--- src/rtl/sm4_block_cipher_defines.svh ---
// Assertion macros for the SM4 block cipher RTL.
`ifndef SM4_BLOCK_CIPHER_DEFINES_SVH
`define SM4_BLOCK_CIPHER_DEFINES_SVH

// Property that must hold on every clock edge out of reset.
`define SM4_ASSERT(lbl, prop, msg) \
    lbl: assert property (@(posedge clk) disable iff (!rst_n) (prop)) else $error(msg);

// Antecedent in one cycle implies consequent in the next.
`define SM4_ASSERT_NEXT(lbl, ante, cons, msg) \
    lbl: assert property (@(posedge clk) disable iff (!rst_n) (ante) |=> (cons)) \
        else $error(msg);

`endif

--- src/rtl/sm4_pkg.sv ---
// SM4 package: types, constants and round functions.
package sm4_pkg;

    localparam int SM4_ROUNDS = 32;
    localparam logic [4:0] ROUND_LAST = 5'(SM4_ROUNDS - 1);

    localparam logic [1:0] REG_KEY_HIGH     = 2'd0;
    localparam logic [1:0] REG_KEY_LOW      = 2'd1;
    localparam logic [1:0] REG_DECRYPT_MODE = 2'd2;

    localparam logic [31:0] FK0 = 32'hA3B1BAC6;
    localparam logic [31:0] FK1 = 32'h56AA3350;
    localparam logic [31:0] FK2 = 32'h677D9197;
    localparam logic [31:0] FK3 = 32'hB27022DC;

    localparam logic [7:0] SM4_SBOX [0:255] = '{
        8'hd6,8'h90,8'he9,8'hfe,8'hcc,8'he1,8'h3d,8'hb7,8'h16,8'hb6,8'h14,8'hc2,8'h28,8'hfb,8'h2c,8'h05,
        8'h2b,8'h67,8'h9a,8'h76,8'h2a,8'hbe,8'h04,8'hc3,8'haa,8'h44,8'h13,8'h26,8'h49,8'h86,8'h06,8'h99,
        8'h9c,8'h42,8'h50,8'hf4,8'h91,8'hef,8'h98,8'h7a,8'h33,8'h54,8'h0b,8'h43,8'hed,8'hcf,8'hac,8'h62,
        8'he4,8'hb3,8'h1c,8'ha9,8'hc9,8'h08,8'he8,8'h95,8'h80,8'hdf,8'h94,8'hfa,8'h75,8'h8f,8'h3f,8'ha6,
        8'h47,8'h07,8'ha7,8'hfc,8'hf3,8'h73,8'h17,8'hba,8'h83,8'h59,8'h3c,8'h19,8'he6,8'h85,8'h4f,8'ha8,
        8'h68,8'h6b,8'h81,8'hb2,8'h71,8'h64,8'hda,8'h8b,8'hf8,8'heb,8'h0f,8'h4b,8'h70,8'h56,8'h9d,8'h35,
        8'h1e,8'h24,8'h0e,8'h5e,8'h63,8'h58,8'hd1,8'ha2,8'h25,8'h22,8'h7c,8'h3b,8'h01,8'h21,8'h78,8'h87,
        8'hd4,8'h00,8'h46,8'h57,8'h9f,8'hd3,8'h27,8'h52,8'h4c,8'h36,8'h02,8'he7,8'ha0,8'hc4,8'hc8,8'h9e,
        8'hea,8'hbf,8'h8a,8'hd2,8'h40,8'hc7,8'h38,8'hb5,8'ha3,8'hf7,8'hf2,8'hce,8'hf9,8'h61,8'h15,8'ha1,
        8'he0,8'hae,8'h5d,8'ha4,8'h9b,8'h34,8'h1a,8'h55,8'had,8'h93,8'h32,8'h30,8'hf5,8'h8c,8'hb1,8'he3,
        8'h1d,8'hf6,8'he2,8'h2e,8'h82,8'h66,8'hca,8'h60,8'hc0,8'h29,8'h23,8'hab,8'h0d,8'h53,8'h4e,8'h6f,
        8'hd5,8'hdb,8'h37,8'h45,8'hde,8'hfd,8'h8e,8'h2f,8'h03,8'hff,8'h6a,8'h72,8'h6d,8'h6c,8'h5b,8'h51,
        8'h8d,8'h1b,8'haf,8'h92,8'hbb,8'hdd,8'hbc,8'h7f,8'h11,8'hd9,8'h5c,8'h41,8'h1f,8'h10,8'h5a,8'hd8,
        8'h0a,8'hc1,8'h31,8'h88,8'ha5,8'hcd,8'h7b,8'hbd,8'h2d,8'h74,8'hd0,8'h12,8'hb8,8'he5,8'hb4,8'hb0,
        8'h89,8'h69,8'h97,8'h4a,8'h0c,8'h96,8'h77,8'h7e,8'h65,8'hb9,8'hf1,8'h09,8'hc5,8'h6e,8'hc6,8'h84,
        8'h18,8'hf0,8'h7d,8'hec,8'h3a,8'hdc,8'h4d,8'h20,8'h79,8'hee,8'h5f,8'h3e,8'hd7,8'hcb,8'h39,8'h48
    };

    typedef enum logic [2:0] {
        S_IDLE,
        S_EXPAND,
        S_LOAD,
        S_ROUND,
        S_OUTPUT
    } sm4_state_t;

    typedef struct packed {
        logic       capture;
        logic       expand_step;
        logic       block_init;
        logic       round_step;
        logic       result_load;
        logic [4:0] count;
        logic [4:0] rd_idx;
    } sm4_cmd_t;

    typedef struct packed {
        logic key_write;
    } sm4_status_t;

    function automatic logic [31:0] sm4_tau(input logic [31:0] v);
        return {SM4_SBOX[v[31:24]], SM4_SBOX[v[23:16]], SM4_SBOX[v[15:8]], SM4_SBOX[v[7:0]]};
    endfunction

    function automatic logic [31:0] sm4_l(input logic [31:0] t);
        return t ^ {t[29:0], t[31:30]} ^ {t[21:0], t[31:22]}
                 ^ {t[13:0], t[31:14]} ^ {t[7:0], t[31:8]};
    endfunction

    function automatic logic [31:0] sm4_lprime(input logic [31:0] t);
        return t ^ {t[18:0], t[31:19]} ^ {t[8:0], t[31:9]};
    endfunction

    // CK byte j of word i is (4i + j) * 7 mod 256
    function automatic logic [31:0] sm4_ck(input logic [4:0] idx);
        logic [31:0] w;
        logic [7:0]  b;
        w = '0;
        for (int j = 0; j < 4; j++)
        begin
            b = 8'({1'b0, idx, 2'(j)} * 8'd7);
            w = {w[23:0], b};
        end
        return w;
    endfunction

endpackage

--- src/rtl/sm4_ctrl.sv ---
// SM4 controller: sequencing of key expansion, rounds and output transfer.
`include "sm4_block_cipher_defines.svh"

module sm4_ctrl (
    input  logic                 clk,
    input  logic                 rst_n,
    input  logic                 in_valid,
    output logic                 in_ready,
    output logic                 out_valid,
    input  logic                 out_ready,
    input  sm4_pkg::sm4_status_t status,
    output sm4_pkg::sm4_cmd_t    cmd
);
    import sm4_pkg::*;

    sm4_state_t state_reg, state_next;
    logic [4:0] count_reg, count_next;
    logic       keys_ready_reg, keys_ready_next;
    logic       out_valid_reg, out_valid_next;
    logic       in_xfer;
    logic       out_free;

    assign in_ready  = (state_reg == S_IDLE);
    assign in_xfer   = in_valid && in_ready;
    assign out_free  = !out_valid_reg || out_ready;
    assign out_valid = out_valid_reg;

    always_comb
    begin
        state_next = state_reg;
        unique case (state_reg)
            S_IDLE:
            begin
                if (in_xfer)
                    state_next = keys_ready_reg ? S_LOAD : S_EXPAND;
            end
            S_EXPAND:
            begin
                if (count_reg == ROUND_LAST)
                    state_next = S_LOAD;
            end
            S_LOAD:
                state_next = S_ROUND;
            S_ROUND:
            begin
                if (count_reg == ROUND_LAST)
                    state_next = S_OUTPUT;
            end
            S_OUTPUT:
            begin
                if (out_free)
                    state_next = S_IDLE;
            end
            default:
                state_next = S_IDLE;
        endcase
    end

    always_comb
    begin
        cmd             = '0;
        cmd.count       = count_reg;
        cmd.rd_idx      = count_reg + 5'd1;
        unique case (state_reg)
            S_IDLE:   cmd.capture     = in_xfer;
            S_EXPAND: cmd.expand_step = 1'b1;
            S_LOAD:
            begin
                cmd.block_init = 1'b1;
                cmd.rd_idx     = '0;
            end
            S_ROUND:  cmd.round_step  = 1'b1;
            S_OUTPUT: cmd.result_load = out_free;
            default:  cmd.capture     = 1'b0;
        endcase
    end

    always_comb
    begin
        count_next = '0;
        if (state_reg == S_EXPAND || state_reg == S_ROUND)
            count_next = count_reg + 5'd1;

        keys_ready_next = keys_ready_reg;
        priority if (status.key_write)
            keys_ready_next = 1'b0;
        else if (state_reg == S_EXPAND && count_reg == ROUND_LAST)
            keys_ready_next = 1'b1;

        out_valid_next = out_valid_reg;
        priority if (cmd.result_load)
            out_valid_next = 1'b1;
        else if (out_ready)
            out_valid_next = 1'b0;
    end

    always_ff @(posedge clk or negedge rst_n)
    begin
        if (!rst_n)
        begin
            state_reg      <= S_IDLE;
            count_reg      <= '0;
            keys_ready_reg <= 1'b0;
            out_valid_reg  <= 1'b0;
        end
        else
        begin
            state_reg      <= state_next;
            count_reg      <= count_next;
            keys_ready_reg <= keys_ready_next;
            out_valid_reg  <= out_valid_next;
        end
    end

    `SM4_ASSERT(a_load_free, !cmd.result_load || !out_valid_reg || out_ready, "result overwrite")
    `SM4_ASSERT(a_expand_stale, !cmd.expand_step || !keys_ready_reg, "expansion with valid keys")
    `SM4_ASSERT_NEXT(a_need_expand, in_xfer && !keys_ready_reg, state_reg == S_EXPAND, "skipped key expansion")
    `SM4_ASSERT_NEXT(a_last_round, state_reg == S_ROUND && count_reg == ROUND_LAST, state_reg == S_OUTPUT, "round count off")

endmodule

--- src/rtl/sm4_dp.sv ---
// SM4 datapath: config registers, round key memory and shared round unit.
module sm4_dp (
    input  logic                 clk,
    input  logic                 rst_n,
    input  logic                 cfg_write,
    input  logic [1:0]           cfg_index,
    input  logic [63:0]          cfg_data,
    input  logic [63:0]          block_high,
    input  logic [63:0]          block_low,
    output logic [63:0]          result_high,
    output logic [63:0]          result_low,
    input  sm4_pkg::sm4_cmd_t    cmd,
    output sm4_pkg::sm4_status_t status
);
    import sm4_pkg::*;

    logic [63:0]  key_high_reg, key_low_reg;
    logic         decrypt_reg;
    logic [127:0] blk_reg;
    logic [31:0]  w_reg [4];
    logic [31:0]  w_next [4];
    logic [31:0]  rk_reg;
    logic [31:0]  rk_mem [SM4_ROUNDS];
    logic [63:0]  res_high_reg, res_low_reg;
    logic [4:0]   rd_addr;
    logic [31:0]  mix, t, nx;

    assign status.key_write = cfg_write
        && (cfg_index == REG_KEY_HIGH || cfg_index == REG_KEY_LOW);

    always_ff @(posedge clk or negedge rst_n)
    begin
        if (!rst_n)
        begin
            key_high_reg <= '0;
            key_low_reg  <= '0;
            decrypt_reg  <= 1'b0;
        end
        else if (cfg_write)
        begin
            unique case (cfg_index)
                REG_KEY_HIGH:     key_high_reg <= cfg_data;
                REG_KEY_LOW:      key_low_reg  <= cfg_data;
                REG_DECRYPT_MODE: decrypt_reg  <= cfg_data[0];
                default:          decrypt_reg  <= decrypt_reg;
            endcase
        end
    end

    // decryption walks the keys from the top: 31 - i is ~i on five bits
    assign rd_addr = decrypt_reg ? ~cmd.rd_idx : cmd.rd_idx;

    always_ff @(posedge clk)
    begin
        if (cmd.expand_step)
            rk_mem[cmd.count] <= nx;
        rk_reg <= rk_mem[rd_addr];
    end

    always_comb
    begin
        mix = w_reg[1] ^ w_reg[2] ^ w_reg[3] ^ (cmd.expand_step ? sm4_ck(cmd.count) : rk_reg);
        t   = sm4_tau(mix);
        nx  = w_reg[0] ^ (cmd.expand_step ? sm4_lprime(t) : sm4_l(t));

        w_next = w_reg;
        priority if (cmd.capture)
        begin
            w_next[0] = key_high_reg[63:32] ^ FK0;
            w_next[1] = key_high_reg[31:0]  ^ FK1;
            w_next[2] = key_low_reg[63:32]  ^ FK2;
            w_next[3] = key_low_reg[31:0]   ^ FK3;
        end
        else if (cmd.block_init)
        begin
            w_next[0] = blk_reg[127:96];
            w_next[1] = blk_reg[95:64];
            w_next[2] = blk_reg[63:32];
            w_next[3] = blk_reg[31:0];
        end
        else if (cmd.expand_step || cmd.round_step)
        begin
            w_next[0] = w_reg[1];
            w_next[1] = w_reg[2];
            w_next[2] = w_reg[3];
            w_next[3] = nx;
        end
    end

    always_ff @(posedge clk)
    begin
        w_reg <= w_next;
        if (cmd.capture)
            blk_reg <= {block_high, block_low};
        if (cmd.result_load)
        begin
            res_high_reg <= {w_reg[3], w_reg[2]};
            res_low_reg  <= {w_reg[1], w_reg[0]};
        end
    end

    assign result_high = res_high_reg;
    assign result_low  = res_low_reg;

endmodule

--- src/rtl/sm4_block_cipher.sv ---
// SM4 block cipher top level: one 128-bit block per transfer.
//
// Input channel in_valid/in_ready carries block_high (words X0, X1) and
// block_low (words X2, X3). Output channel out_valid/out_ready carries
// result_high and result_low. The config port (cfg_write, cfg_index,
// cfg_data) writes key_high (0), key_low (1) and decrypt_mode (2); the user
// must write only while idle; the block does not enforce it. A key write
// marks the round keys stale; the next transfer first expands all 32 round
// keys, one per cycle, into the round key memory. Per block: a load state,
// 32 rounds at one round per cycle through the shared round unit (round
// keys registered ahead of use), then the output state loads the output
// register. A new block is taken only after the last one leaves the output
// state. The output register holds a result until taken; a stalled receiver
// keeps the block waiting in its output state and in_ready low. Reset
// clears the key and mode registers and marks the round keys stale.
module sm4_block_cipher (
    input  logic        clk,
    input  logic        rst_n,
    input  logic        cfg_write,
    input  logic [1:0]  cfg_index,
    input  logic [63:0] cfg_data,
    input  logic        in_valid,
    output logic        in_ready,
    input  logic [63:0] block_high,
    input  logic [63:0] block_low,
    output logic        out_valid,
    input  logic        out_ready,
    output logic [63:0] result_high,
    output logic [63:0] result_low
);
    import sm4_pkg::*;

    sm4_cmd_t    cmd;
    sm4_status_t status;

    sm4_ctrl u_ctrl (
        .clk       (clk),
        .rst_n     (rst_n),
        .in_valid  (in_valid),
        .in_ready  (in_ready),
        .out_valid (out_valid),
        .out_ready (out_ready),
        .status    (status),
        .cmd       (cmd)
    );

    sm4_dp u_dp (
        .clk         (clk),
        .rst_n       (rst_n),
        .cfg_write   (cfg_write),
        .cfg_index   (cfg_index),
        .cfg_data    (cfg_data),
        .block_high  (block_high),
        .block_low   (block_low),
        .result_high (result_high),
        .result_low  (result_low),
        .cmd         (cmd),
        .status      (status)
    );

endmodule
--- config.mk ---
export PLATFORM = sky130hd
export DESIGN_NAME = sm4_block_cipher
export DESIGN_NICKNAME = d
export VERILOG_FILES = /design/src/rtl/sm4_pkg.sv /design/src/rtl/sm4_ctrl.sv /design/src/rtl/sm4_dp.sv /design/src/rtl/sm4_block_cipher.sv
export VERILOG_INCLUDE_DIRS = /design/src /design/src/rtl
export SDC_FILE = /design/constraint.sdc
export NUM_CORES = 2
export LEC_CHECK = 0
export BUFFER_PORTS_ARGS = -buffer_cell sky130_fd_sc_hd__buf_2
export CAP_MARGIN = 20
export CORE_MARGIN = 3
export CORE_UTILIZATION = 40
export DETAILED_ROUTE_END_ITERATION = 8
export SETUP_SLACK_MARGIN = 0.2
export SLEW_MARGIN = 20
export SYNTH_ARGS = -nofsm -noshare
export SYNTH_HDL_FRONTEND = slang
export SYNTH_SLANG_ARGS = --single-unit
--- constraint.sdc ---
create_clock -name clk -period 11.55 [get_ports clk]
set_clock_uncertainty 0.1 [all_clocks]
set_input_delay 0 -clock clk [delete_from_list [all_inputs] [get_ports clk]]
set_output_delay 0 -clock clk [all_outputs]
set_load 0.005 [all_outputs]
==> PnR_summary.wiki <==
{| class="wikitable"
! Metric !! Value
|-
| Max-cap violations || 0
|-
| Most common cell after layout, fill and taps aside || sky130_fd_sc_hd__edfxtp_1
|-
| Quantity of I/O buffers inserted on ports || around 330
|-
| Number of setup violations in the final report || 0
|-
| Clock Root Buffer || sky130_fd_sc_hd__clkbuf_16
|-
| Via count of the first global-routing pass || 53786
|-
| Reg-to-reg critical path startpoint || u_ctrl.state_reg[2]$_DFFE_PN0P_
|-
| Global-route wire length before repair || about 390000 µm
|-
| Flip-flop count of the largest register after layout || around 1000
|-
| Post-CTS resize count || 0
|-
| Required time at the endpoint of the critical path || roughly 12 ns
|-
| Clock-pin slew on the worst setup and hold paths || 0.07 ns
|-
| Transition time at the pin with the least slew margin || roughly 1.3 ns
|-
| CTS tree || done
|-
| Row count || 160
|-
| Number of buffers added for setup after CTS || 0
|-
| Class of the most critical setup path || register to register
|-
| Mapped Nets || 5763
|-
| Slack of the worst reg-to-reg path || between 3 and 4 ns
|-
| Skew-Pair Late Insertion Delay || slightly above 0.8 ns
|-
| Total I/O pin count || ~330
|-
| Complex-gate fraction of the synthesized area || a little under an eighth
|-
| Filler instances || 16284
|-
| Routability congestion estimate from global placement || just under 1
|-
| Cell count of the worst reg-to-reg path || 18
|-
| Endpoint of the worst-slack reg-to-reg timing path || u_dp.rk_mem[7][5]$_DFFE_PP_
|-
| Half-perimeter wire length after placement || roughly 170000 µm
|-
| Slew Viols, Final || 0
|-
| Xor and xnor fraction of the mapped netlist area || under 10%
|-
| Endpoint arrival time on the critical path || just under 9 ns
|-
| Combinational family with the most area after synthesis || multiplexers
|-
| Top FF cell, synth || sky130_fd_sc_hd__edfxtp_1
|-
| Post-DR vias/cell || approximately 6.3
|-
| Number of synthesized register bits || roughly 1600
|-
| Largest net degree at the start of global routing || around 150
|-
| Maximum net fanout on the critical path || 48
|-
| Tcrit/Tclk final || a little over 70%
|-
| Number of CTS-inserted buffers || around 160
|-
| Critical path startpoint category || register
|-
| Y dimension of the die || about 440 µm
|-
| Number of antenna violations at the first check in global routing || 19
|-
| Simple logic cell fraction of the synthesized area || under 10%
|-
| Relative slew margins || between 10% and 20%
|-
| Final critical path time including I/O delays and setup || 8.26 ns
|-
| Post-synth EDFFs || roughly 1400
|-
| Layout cells sized above 1 || approximately 22%
|-
| Mean routed wirelength per cell || 31.4 µm
|-
| Detailed-route via count || 55511
|-
| Endpoint kind of the worst setup timing path || register
|-
| Layout area overhead || 18.7%
|-
| Overall global routing resource usage || around 27%
|-
| Post-synthesis cell type count || about 100
|-
| Sequential cell area fraction in the yosys report || 60.5%
|-
| RSZ-0062 raised after global routing || false
|-
| Sequential cell area in the final layout || between 40000 and 50000 µm²
|-
| Number of synthesis warnings || 0
|-
| Overflow left after global routing || 0
|-
| Mapped Avg Cell Area || approximately 14 µm²
|-
| Die Area || between 150000 and 200000 µm²
|-
| Nets@finish || about 6400
|-
| Proportion of synthesized area in mux cells || approximately 13%
|-
| Die width || approximately 440 µm
|-
| Number of instances on the worst hold path || 3
|-
| Drt first-iter violations || roughly 8400
|-
| Proportion of synthesized flip-flops having asynchronous set or reset || 8.80%
|-
| Fmax || approximately 120 MHz
|-
| Initial core utilization || roughly two fifths
|-
| Post-route DRC violation count || 0
|-
| Synth Instances || about 5500
|-
| Post-Synthesis Cell Area || 76700 µm²
|-
| Multi-input combinational cell area || around 29000 µm²
|-
| Worst hold path endpoint || u_dp.key_low_reg[45]$_DFFE_PN0P_
|-
| Routed wire length || 275000 µm
|-
| Hold path startpoint || cfg_data[45]
|-
| Top library cells by usage in the layout, fill and taps aside || 1408 x sky130_fd_sc_hd__edfxtp_1, 473 x sky130_fd_sc_hd__nand2_1, 391 x sky130_fd_sc_hd__dlygate4sd3_1
|-
| Run status || completed
|-
| Core area || roughly 190000 µm²
|-
| CTS HTree Levels || 4
|-
| Total clock sinks || roughly 1600
|-
| Clock buffer depth || 3
|-
| Final number of hold-violating endpoints || 0
|-
| Adder-cell area share of the yosys netlist || under 10%
|-
| Class of the tightest hold or removal check || primary input to register
|-
| Final TNS setup || 0 ns
|-
| Antenna-violating nets left || 0
|-
| Pre-antenna DRT Iters || 9
|}
through the flow:
step / setup WS (ns) / instances / area, µm² / hold slack (ns) / utilization (%)
final: 3.29 / 8752 / 91000 / 0.0671 / 47.8
after global routing: 2.97 / 8750 / 91000 / 0.0469 / 47.8
after CTS: 3.11 / 8736 / 90800 / 0.0190 / 47.7
after detailed placement: 3.15 / 8055 / 81900 / -0.143 / 43.0
after global placement: 3.32 / 8055 / 81800 / -0.146 / 43.0
after floorplan: 4.88 / 5505 / 76700 / -0.396 / -
critical path: stages, from the launching register on:
cell	delay [ns]
sky130_fd_sc_hd__dfrtp_1	0.65
sky130_fd_sc_hd__or3b_4	0.58
sky130_fd_sc_hd__buf_4	0.40
sky130_fd_sc_hd__mux2i_1	0.63
sky130_fd_sc_hd__xor2_4	0.12
sky130_fd_sc_hd__buf_4	0.29
sky130_fd_sc_hd__inv_2	0.66
sky130_fd_sc_hd__buf_4	0.58
sky130_fd_sc_hd__nor2_1	0.23
sky130_fd_sc_hd__a311oi_1	0.39
sky130_fd_sc_hd__nor3_1	0.09
sky130_fd_sc_hd__a221oi_1	0.60
sky130_fd_sc_hd__nor3_1	0.28
sky130_fd_sc_hd__buf_4	0.24
sky130_fd_sc_hd__xnor2_1	0.44
sky130_fd_sc_hd__xor2_1	0.13
sky130_fd_sc_hd__nand2_1	0.16
sky130_fd_sc_hd__o21ai_0	0.48
sky130_fd_sc_hd__xnor2_4	0.81
synth_stat cells, types with 22 or more instances:
library cell	number	area share [%]
sky130_fd_sc_hd__a211oi_1	73	0.71
sky130_fd_sc_hd__a221oi_1	47	0.54
sky130_fd_sc_hd__and3_1	72	0.59
sky130_fd_sc_hd__dfxtp_1	32	0.84
sky130_fd_sc_hd__xor2_1	115	1.3
sky130_fd_sc_hd__mux4_2	345	10
sky130_fd_sc_hd__o221ai_1	44	0.50
sky130_fd_sc_hd__o21ai_0	197	1.3
sky130_fd_sc_hd__clkbuf_1	295	1.4
sky130_fd_sc_hd__a311oi_1	54	0.62
sky130_fd_sc_hd__o311ai_0	43	0.49
sky130_fd_sc_hd__and2_1	28	0.23
sky130_fd_sc_hd__dfrtp_1	139	4.5
sky130_fd_sc_hd__nor3_1	76	0.50
sky130_fd_sc_hd__buf_1	67	0.33
sky130_fd_sc_hd__o211ai_1	65	0.64
sky130_fd_sc_hd__a221o_1	22	0.29
sky130_fd_sc_hd__o22ai_1	43	0.35
sky130_fd_sc_hd__nor2_1	358	1.8
sky130_fd_sc_hd__edfxtp_1	1408	55
sky130_fd_sc_hd__a21oi_1	266	1.7
sky130_fd_sc_hd__o2111ai_1	32	0.37
sky130_fd_sc_hd__mux2i_1	63	0.82
sky130_fd_sc_hd__o31ai_1	23	0.23
sky130_fd_sc_hd__mux2_2	166	2.4
sky130_fd_sc_hd__nand2_1	476	2.3
sky130_fd_sc_hd__nand3_1	101	0.66
sky130_fd_sc_hd__xnor2_1	173	2.0
sky130_fd_sc_hd__a31oi_1	86	0.70
sky130_fd_sc_hd__buf_2	81	0.53
sky130_fd_sc_hd__inv_1	39	0.19
sky130_fd_sc_hd__ha_1	53	0.86
worst max path at each step:
| stage | start | end | slack, ns | depth (start not counted) |
|---|---|---|---|---|
| floorplan | u_ctrl.state_reg[2]$_DFFE_PN0P_ | u_dp.w_reg[0]$_DFFE_PP_ | 4.88 | 2 |
| global placement | u_ctrl.count_reg[0]$_DFF_PN0_ | u_dp.rk_mem[10][2]$_DFFE_PP_ | 3.32 | 16 |
| detailed placement | u_ctrl.state_reg[2]$_DFFE_PN0P_ | u_dp.rk_mem[4][5]$_DFFE_PP_ | 3.15 | 18 |
| CTS | u_ctrl.state_reg[2]$_DFFE_PN0P_ | u_dp.rk_mem[7][5]$_DFFE_PP_ | 3.11 | 18 |
| global route | u_ctrl.state_reg[2]$_DFFE_PN0P_ | u_dp.rk_mem[2][5]$_DFFE_PP_ | 2.97 | 18 |
| finish | u_ctrl.state_reg[2]$_DFFE_PN0P_ | u_dp.rk_mem[7][5]$_DFFE_PP_ | 3.29 | 18 |
layer usage:
metal	up-vias	track usage, %	routed length [µm]	share of wire (%)
met5	-	0	35	0.013
met4	6	10.7	12400	4.5
met3	637	5.31	24200	8.8
met2	3359	43.7	131000	48
met1	28535	36.4	107000	39
li1	22974	-	-	-
repair_timing:
| item | in CTS | in global routing |
|---|---|---|
| setup endpoints to repair | 0 | 0 |
| endpoints found under the hold margin | 371 | 0 |
| hold buffers | 392 | 0 |
layout make-up:
type | count | area share [%]
antenna | 14 | 0.0385
inverter | 46 | 0.198
tap | 2511 | 3.45
sequential | 1579 | 51.0
clock inverter | 70 | 0.769
clock buffer | 219 | 4.70
timing repair buffer | 895 | 7.65
multi-input combinational | 3418 | 32.2
logic make-up (layout without fill, tap and decap cells):
| kind of cell | after synthesis | count (layout) |
|---|---|---|
| xor gates and xnor gates | 305 | 305 |
| other | 0 | 14 |
| adders and majority gates | 59 | 59 |
| AOI/OAI and AO/OA | 1250 | 1250 |
| DFF | 1579 | 1579 |
| and+or+nand+nor | 1227 | 1227 |
| buffers and inverters | 508 | 1230 |
| muxes | 577 | 577 |
Power is left out: the tool's default activity adds up to more than one toggle a clock period on the data nets, which glitch-free logic cannot reach.
